===== src/design/gptm_pkg.sv =====
// Shared types and constants for the GPS point trimmed-mean capture block.
`timescale 1ns / 1ps
`default_nettype none

package gptm_pkg;

    localparam int SAMPLE_W   = 32;
    localparam int INDEX_W    = 5;

    typedef struct packed {
        logic signed [SAMPLE_W-1:0] sample_x;
        logic signed [SAMPLE_W-1:0] sample_y;
        logic                       arm;
    } t_in_word;

    typedef struct packed {
        logic signed [SAMPLE_W-1:0] point_x;
        logic signed [SAMPLE_W-1:0] point_y;
        logic [INDEX_W-1:0]         point_index;
        logic                       table_full;
    } t_out_word;

    typedef struct packed {
        logic                       valid;
        logic signed [SAMPLE_W-1:0] mean;
    } t_lane_res;

endpackage

`default_nettype wire


===== src/design/gptm_lane.sv =====
// One axis lane: drops the extremes of a window, sums the rest and divides by the count.
`timescale 1ns / 1ps
`default_nettype none

module gptm_lane #(
    parameter int WINDOW = 5
) (
    input  wire logic                                   i_clk,
    input  wire logic                                   i_rst_n,
    input  wire logic                                   i_adv,
    input  wire logic                                   i_valid,
    input  wire logic signed [gptm_pkg::SAMPLE_W-1:0]   i_win [WINDOW],
    output gptm_pkg::t_lane_res                         o_res
);
    import gptm_pkg::*;

    localparam int TRIM  = WINDOW - 2;
    localparam int TW    = SAMPLE_W + $clog2(WINDOW) + 1;
    localparam int MW    = TW - 1;
    localparam int QSH   = SAMPLE_W - 1 + 2 * $clog2(TRIM);
    localparam int RB    = QSH + 1 - $clog2(TRIM);
    localparam int LO_W  = RB / 2;
    localparam int HI_W  = RB - LO_W;
    localparam int PLO_W = MW + LO_W;
    localparam int PHI_W = MW + HI_W;
    localparam int PW    = QSH + SAMPLE_W;
    localparam logic [RB-1:0] RECIP =
        RB'(((64'd1 << QSH) + 64'(TRIM) - 64'd1) / 64'(TRIM));
    localparam logic [LO_W-1:0] RECIP_LO = RECIP[LO_W-1:0];
    localparam logic [HI_W-1:0] RECIP_HI = RECIP[RB-1:LO_W];

    logic signed [SAMPLE_W-1:0] r_win [WINDOW];
    logic                       r_v0;

    logic signed [TW-1:0]       r_total;
    logic signed [SAMPLE_W-1:0] r_min;
    logic signed [SAMPLE_W-1:0] r_max;
    logic                       r_v1;

    logic signed [TW-1:0]       n_total;
    logic signed [SAMPLE_W-1:0] n_min;
    logic signed [SAMPLE_W-1:0] n_max;

    logic signed [TW-1:0]       mid;
    logic signed [TW-1:0]       mid_abs;

    logic [MW-1:0]              r_abs;
    logic [PLO_W-1:0]           r_plo;
    logic [PHI_W-1:0]           r_phi;
    logic [PLO_W-1:0]           n_plo;
    logic [PHI_W-1:0]           n_phi;
    logic [PW-1:0]              n_prod;
    logic [SAMPLE_W-1:0]        r_quo;
    logic [2:0]                 r_neg;
    logic [2:0]                 r_dv;

    always_comb begin
        n_total = '0;
        n_min   = r_win[0];
        n_max   = r_win[0];
        for (int i = 0; i < WINDOW; i++) begin
            n_total = n_total + TW'(r_win[i]);
        end
        for (int i = 1; i < WINDOW; i++) begin
            if (r_win[i] < n_min) begin
                n_min = r_win[i];
            end
            if (r_win[i] > n_max) begin
                n_max = r_win[i];
            end
        end
    end

    assign mid     = r_total - TW'(r_min) - TW'(r_max);
    assign mid_abs = mid[TW-1] ? -mid : mid;

    // The quotient is the magnitude times a scaled reciprocal of the count, split into
    // two partial products so that no single multiplier grows too wide.
    assign n_plo  = PLO_W'(r_abs) * PLO_W'(RECIP_LO);
    assign n_phi  = PHI_W'(r_abs) * PHI_W'(RECIP_HI);
    assign n_prod = PW'(r_plo) + (PW'(r_phi) << LO_W);

    always_ff @(posedge i_clk) begin
        if (!i_rst_n) begin
            r_v0 <= 1'b0;
            r_v1 <= 1'b0;
            r_dv <= '0;
        end else if (i_adv) begin
            r_v0 <= i_valid;
            r_v1 <= r_v0;
            r_dv <= {r_dv[1:0], r_v1};
        end
    end

    always_ff @(posedge i_clk) begin
        if (i_adv) begin
            r_win   <= i_win;
            r_total <= n_total;
            r_min   <= n_min;
            r_max   <= n_max;
            r_abs   <= mid_abs[MW-1:0];
            r_neg   <= {r_neg[1:0], mid[TW-1]};
            r_plo   <= n_plo;
            r_phi   <= n_phi;
            r_quo   <= n_prod[QSH +: SAMPLE_W];
        end
    end

    assign o_res.valid = r_dv[2];
    assign o_res.mean  = signed'(r_neg[2] ? -r_quo : r_quo);

endmodule

`default_nettype wire


===== src/design/gptm_merge.sv =====
// Output stage: joins the two lane means with the table slot into one result word.
`timescale 1ns / 1ps
`default_nettype none

module gptm_merge #(
    parameter int MAX_POINTS = 32
) (
    input  wire logic                  i_clk,
    input  wire logic                  i_rst_n,
    input  wire gptm_pkg::t_lane_res   i_res_x,
    input  wire gptm_pkg::t_lane_res   i_res_y,
    output logic                       o_adv,
    output logic                       o_out_valid,
    input  wire logic                  i_out_ready,
    output gptm_pkg::t_out_word        o_out_word
);
    import gptm_pkg::*;

    localparam int PT_W = $clog2(MAX_POINTS + 1);

    logic                      r_out_valid;
    t_out_word                 r_out_word;
    logic [PT_W-1:0]           r_points;

    logic                      full;
    logic [PT_W-1:0]           idx;
    logic [PT_W+INDEX_W-1:0]   idx_ext;
    t_out_word                 n_out_word;

    assign o_adv   = !r_out_valid || i_out_ready;
    assign full    = r_points >= PT_W'(MAX_POINTS);
    assign idx     = full ? PT_W'(MAX_POINTS - 1) : r_points;
    assign idx_ext = {{INDEX_W{1'b0}}, idx};

    always_comb begin
        n_out_word.point_x     = i_res_x.mean;
        n_out_word.point_y     = i_res_y.mean;
        n_out_word.point_index = idx_ext[INDEX_W-1:0];
        n_out_word.table_full  = full;
    end

    always_ff @(posedge i_clk) begin
        if (!i_rst_n) begin
            r_out_valid <= 1'b0;
            r_points    <= '0;
        end else if (o_adv) begin
            r_out_valid <= i_res_x.valid;
            if (i_res_x.valid && !full) begin
                r_points <= r_points + PT_W'(1);
            end
        end
    end

    always_ff @(posedge i_clk) begin
        if (o_adv && i_res_x.valid) begin
            r_out_word <= n_out_word;
        end
    end

    assign o_out_valid = r_out_valid;
    assign o_out_word  = r_out_word;

endmodule

`default_nettype wire


===== src/design/gps_point_trimmed_mean_capture.sv =====
// Top level of the GPS point trimmed-mean capture block.
// An armed capture shifts WINDOW samples per axis into a window and, on the next sample,
// emits the mean of the window with its smallest and largest values dropped, rounded
// toward zero, together with its table slot; the block then disarms. The block takes one
// word per cycle, save for the stall described below. The edge that accepts the word completing
// the window loads the lane window register; four more lane stages (sum and extremes,
// magnitude, partial products of a reciprocal multiply, quotient) and the output register
// follow before the result appears. While a finished result waits at the output, words keep
// being taken, except the one that would complete the next capture.
`timescale 1ns / 1ps
`default_nettype none

module gps_point_trimmed_mean_capture #(
    parameter int WINDOW     = 5,
    parameter int MAX_POINTS = 32
) (
    input  wire logic                  i_clk,
    input  wire logic                  i_rst_n,
    input  wire logic                  i_in_valid,
    output logic                       o_in_ready,
    input  wire gptm_pkg::t_in_word    i_in_word,
    output logic                       o_out_valid,
    input  wire logic                  i_out_ready,
    output gptm_pkg::t_out_word        o_out_word
);
    import gptm_pkg::*;

    localparam int CNT_W = $clog2(WINDOW + 1);

    logic                       r_armed;
    logic [CNT_W-1:0]           r_count;
    logic signed [SAMPLE_W-1:0] r_win_x [WINDOW];
    logic signed [SAMPLE_W-1:0] r_win_y [WINDOW];
    logic signed [SAMPLE_W-1:0] n_win_x [WINDOW];
    logic signed [SAMPLE_W-1:0] n_win_y [WINDOW];

    logic       adv;
    logic       in_fire;
    logic       armed_now;
    logic       shift;
    logic       win_done;
    logic       capture;
    t_lane_res  res_x;
    t_lane_res  res_y;

    assign win_done   = r_count == CNT_W'(WINDOW);
    assign o_in_ready = adv || !win_done;
    assign in_fire    = i_in_valid && o_in_ready;
    assign armed_now  = r_armed || i_in_word.arm;
    assign shift      = in_fire && armed_now;
    assign capture    = shift && win_done;

    always_comb begin
        n_win_x[0] = i_in_word.sample_x;
        n_win_y[0] = i_in_word.sample_y;
        for (int i = 1; i < WINDOW; i++) begin
            n_win_x[i] = r_win_x[i-1];
            n_win_y[i] = r_win_y[i-1];
        end
    end

    always_ff @(posedge i_clk) begin
        if (!i_rst_n) begin
            r_armed <= 1'b0;
            r_count <= '0;
        end else if (shift) begin
            if (win_done) begin
                r_armed <= 1'b0;
                r_count <= '0;
            end else begin
                r_armed <= 1'b1;
                r_count <= r_count + CNT_W'(1);
            end
        end
    end

    always_ff @(posedge i_clk) begin
        if (shift) begin
            r_win_x <= n_win_x;
            r_win_y <= n_win_y;
        end
    end

    gptm_lane #(
        .WINDOW (WINDOW)
    ) u_lane_x (
        .i_clk   (i_clk),
        .i_rst_n (i_rst_n),
        .i_adv   (adv),
        .i_valid (capture),
        .i_win   (n_win_x),
        .o_res   (res_x)
    );

    gptm_lane #(
        .WINDOW (WINDOW)
    ) u_lane_y (
        .i_clk   (i_clk),
        .i_rst_n (i_rst_n),
        .i_adv   (adv),
        .i_valid (capture),
        .i_win   (n_win_y),
        .o_res   (res_y)
    );

    gptm_merge #(
        .MAX_POINTS (MAX_POINTS)
    ) u_merge (
        .i_clk       (i_clk),
        .i_rst_n     (i_rst_n),
        .i_res_x     (res_x),
        .i_res_y     (res_y),
        .o_adv       (adv),
        .o_out_valid (o_out_valid),
        .i_out_ready (i_out_ready),
        .o_out_word  (o_out_word)
    );

    a_count_range: assert property (@(posedge i_clk) disable iff (!i_rst_n)
        r_count <= CNT_W'(WINDOW))
        else $error("Sample count ran past the window depth.");

    a_count_armed: assert property (@(posedge i_clk) disable iff (!i_rst_n)
        r_count != '0 |-> r_armed)
        else $error("Samples counted while the capture is not armed.");

    a_lanes_aligned: assert property (@(posedge i_clk) disable iff (!i_rst_n)
        res_x.valid == res_y.valid)
        else $error("The two axis lanes are out of step.");

    a_capture_disarms: assert property (@(posedge i_clk) disable iff (!i_rst_n)
        capture |=> !r_armed && r_count == '0)
        else $error("A completed capture did not disarm the block.");

endmodule

`default_nettype wire


===== config.mk =====
export PLATFORM = sky130hd
export DESIGN_NAME = gps_point_trimmed_mean_capture
export DESIGN_NICKNAME = d
export VERILOG_FILES = /design/src/design/gptm_pkg.sv /design/src/design/gptm_lane.sv /design/src/design/gptm_merge.sv /design/src/design/gps_point_trimmed_mean_capture.sv
export SDC_FILE = /design/constraint.sdc
export NUM_CORES = 2
export LEC_CHECK = 0
export ABC_AREA = 1
export BUFFER_PORTS_ARGS = -buffer_cell sky130_fd_sc_hd__clkbuf_2
export CAP_MARGIN = 40
export CELL_PAD_IN_SITES_DETAIL_PLACEMENT = 1
export CELL_PAD_IN_SITES_GLOBAL_PLACEMENT = 1
export CORE_MARGIN = 2
export CORE_UTILIZATION = 30
export CTS_CLUSTER_SIZE = 16
export DETAILED_ROUTE_END_ITERATION = 10
export HOLD_SLACK_MARGIN = 0.08
export MAX_ROUTING_LAYER = met4
export PLACE_DENSITY_LB_ADDON = 0.1
export REMOVE_ABC_BUFFERS = 1
export SYNTH_ARGS = -nofsm -noshare
export SYNTH_HDL_FRONTEND = slang
export SYNTH_HIERARCHICAL = 1
export SYNTH_SLANG_ARGS = --single-unit

===== constraint.sdc =====
create_clock -name i_clk -period 81.7 [get_ports i_clk]
set_clock_uncertainty 0.05 [all_clocks]
set_input_delay 24.51 -clock i_clk [delete_from_list [all_inputs] [get_ports i_clk]]
set_output_delay 24.51 -clock i_clk [all_outputs]
set_load 0.05 [all_outputs]

Yosys cells after proc, flatten, opt, wreduce, memory -nomap -nowiden. Index checks and enable logic that the tools add are counted.

Input bits: 69. Bits in registers: 1204. Logic and storage cells: 121.

$lt $le $gt $ge: 17. Reductions and logical operators: 12. Equal/unequal tests: 1. Multiply operators: 4. Mux-type cells: 22. $add $sub $neg: 20.

Operator list (number): $mux 32 (18); $gt 32x32->1 (8); $lt 32x32->1 (8); $add 36x32->36 (4); $sub 36x32->36 (4); $add 51x67->67 (2); $mul 35x16->51 const B (2); $mul 35x17->50 const B (2); $mux 35 (2); $neg 35->35 (2); $add 33x32->34 (2); $add 32x32->33 (2); $neg 32->32 (2); $add 6x1->6 const B (1); $ge 6x6->1 const B (1); $logic_and 1x1->1 (5); $add 3x1->3 const B (1); $eq 3x3->1 const B (1); $logic_not 1->1 (3); $logic_or 1x1->1 (3); $mux 3 (1); $reduce_and 2->1 (1); $mux 1 (1).

Longest topological paths before layout.
Depth in word-level cells: 8. Gate-level depth with buffers: 67. Gate-level depth less buffers: 63.

Hierarchy. Netlist, hierarchy kept.

By module, submodules not included: gptm_lane (u_lane_x) (instances 1, area each 42732.2 µm², cells an instance 4387); gptm_lane (u_lane_y) (instances 1, area each 42669.7 µm², cells an instance 4392); gps_point_trimmed_mean_capture (instances 1, area each 7935.1 µm², cells an instance 293); gptm_merge (instances 1, area each 2489.9 µm², cells an instance 127).

Worst setup path after synthesis. No wires, ideal clock.

Path kind: in2out. From: input port i_out_ready. To: output port o_in_ready. Buffers on the path: 0. Setup slack: 12.307 ns. Arrival: 44.833 ns. Cell stages on the path: 4. Cell sequence: inv_1 > nand2_1 > inv_1 > nand2_4.

Word-level cells in the longest chain between the ends: 2.

RTL lines: from (decl) (line gps_point_trimmed_mean_capture.sv:23) `input wire logic i_out_ready,`; $logic_or 1x1->1 (line gptm_merge.sv:30) `assign o_adv = !r_out_valid || i_out_ready;`; net adv (line gps_point_trimmed_mean_capture.sv:37) `logic adv;`; $logic_or 1x1->1 (line gps_point_trimmed_mean_capture.sv:47) `assign o_in_ready = adv || !win_done;`; to (decl) (line gps_point_trimmed_mean_capture.sv:20) `output logic o_in_ready,`.

The timed path passes the listed nets, and every way through them passes these cells.

Worst setup path in the final report. Ends and elaborated chain as after synthesis.

==> reports/summary.txt <==
CP Max Fanout - 44
Setup crit end kind - primary output
Slew Limit Fails - 0
RSZ-0062 raised after global routing - no
Share of layout cells above drive strength 1 - 5.38%
Worst Hold Launch - n_win_y[28]$_DFFE_PP_
Yosys warning total - 6
Final WL - 290 mm
Synth Area per Inst - 10.4 µm²
Pre-CTS setup slack - 31390 ps
DR vias - 64400
Post-CTS resize count - 0
Placed cells - 13400
Fmax - 19.9 MHz
Nets@finish - 11500
Critical path's slowest cell - nand2_4
Detailed Routing Iterations Pass 1 - 5
Die Y-Extent - 569 µm
Minimum clock period after layout - 50270 ps
Critical Path Source Type - primary input
FF/Latch Area - 35000 µm²
Vias per cell - 4.71
Max incr delay on CP - 430 ps
TritonCTS Buffers - 153
Rows - 207
Hold-fix buffers, CTS - 0
Post-CTS setup repair buffer count - 0
First-pass GRT wire length - 442 mm
Final ANT Viol Nets - 0
Flop-to-flop setup slack - 68040 ps
CTS tree - built
Multi-input logic area - 54100 µm²
Worst skew pair latency - 860 ps
Crit path DAT - 25710 ps
Core area - 318000 µm²
# fillers - 35400
Hold Crit Endpoint - u_lane_y/r_win[28]$_DFFE_PP_
Iter 0 DRT Violations - 2842
Worst-path clk slew - 60 ps
Die Span X - 569 µm
Period utilization - 61.5%
Starting Density - 30.1%
Final hold viol count - 0
Num ports - 141
H-tree depth - 4
Hold path depth - 0
Critical Path, Cell by Cell - clkbuf_2 > inv_1 > nand2_4 > inv_1 > nand2_4 > clkbuf_2
Setup violators final - 0
Reg2reg path depth - 48
Largest net degree at the start of global routing - 143
Mapped Area - 95700 µm²
Max-slew headroom - 35.6%
Tot GR Track Use - 18.6%
Root buf cell - clkbuf_16
Cells after Synth - 9177
Final WS setup - 31430 ps
Final TNS setup - 0 ps
Reg-to-reg endpoint - u_lane_x/r_max[5]$_DFFE_PP_
Area Growth Syn to Fin - 11.4%
Max-Cap Viols - 0
Final GP Congestion - 0.865
DIE AREA - 323000 µm²
HP Class - register to register
Commonest cells after routing, fill and taps aside - inv_1, nand2_1, ha_1
Req. time, crit path - 57140 ps
Hpwl dp - 242 mm
CTS Buffer Depth - 4
Clk sink count - 1170
Grt ovf - 0
IO buf count - 140
Leading cell type in the layout, fill and taps excluded - inv_1
Worst r2r src - u_lane_x/r_win[159]$_DFFE_PP_
Outcome - finished, final reports clean
Fin cells - 13700
Slew @ Worst Pin - 965 ps
DRC Markers - 0
Initial antenna violation count - 5
Crit Path Category - primary input to primary output
WL/cell - 21.2 µm
Number of global-route vias before repair - 70300
worst max path at each step:
stage | start | end | slack [ps] | depth (start not counted)
CTS | i_out_ready | o_in_ready | 31380 | 6
floorplan | i_out_ready | o_in_ready | 12390 | 4
global route | i_out_ready | o_in_ready | 31310 | 6
detailed placement | i_out_ready | o_in_ready | 31390 | 6
global placement | i_out_ready | o_in_ready | 31370 | 6
finish | i_out_ready | o_in_ready | 31430 | 6
per-layer routing:
metal	GRT usage (%)	share of wire, %	vias up	routed length (µm)
met3	1.53	2.6	274	7650
met4	4.31	2.3	0	6750
met1	25.6	49	32300	142000
met2	29.7	46	729	134000
li1	-	-	31100	-
met5	-	0	-	0
critical path: cells and delay by family:
family        cells  cell delay, ps
buf+inv           4             590
simple gates      2             570
registers in the layout, summed over array words and instances, names as in the netlist, 35 cells and up:
name                count
n_win_x               128
u_lane_x/r_abs         35
u_lane_y/r_abs         35
u_merge/o_out_word     70
u_lane_x/r_total       36
u_lane_y/r_total       36
u_lane_x/r_phi         50
u_lane_x/r_win        160
u_lane_y/r_phi         50
u_lane_y/r_win        160
n_win_y               128
area by class of cell:
type / count / area share [%]
Multi-Input combinational cell: 6261 / 50.7
Sequential cell: 1170 / 32.8
Inverter: 1602 / 5.65
Tap cell: 4180 / 4.91
Clock buffer: 178 / 3.72
Timing Repair Buffer: 197 / 1.27
Clock inverter: 84 / 0.924
Antenna cell: 5 / 0.0117
metrics by stage:
stage          cell area (µm²)  util (%)  hold WS (ps)
2_1_floorplan            95000         -           350
3_3_place_gp            101000      31.9           350
3_5_place_dp            102000      32.0           355
4_1_cts                 107000      33.6           343
5_1_grt                 107000      33.6           351
6_report                107000      33.6           342
Power is left out: the tool's default activity adds up to more than one toggle a clock period on the data nets, which glitch-free logic cannot reach.
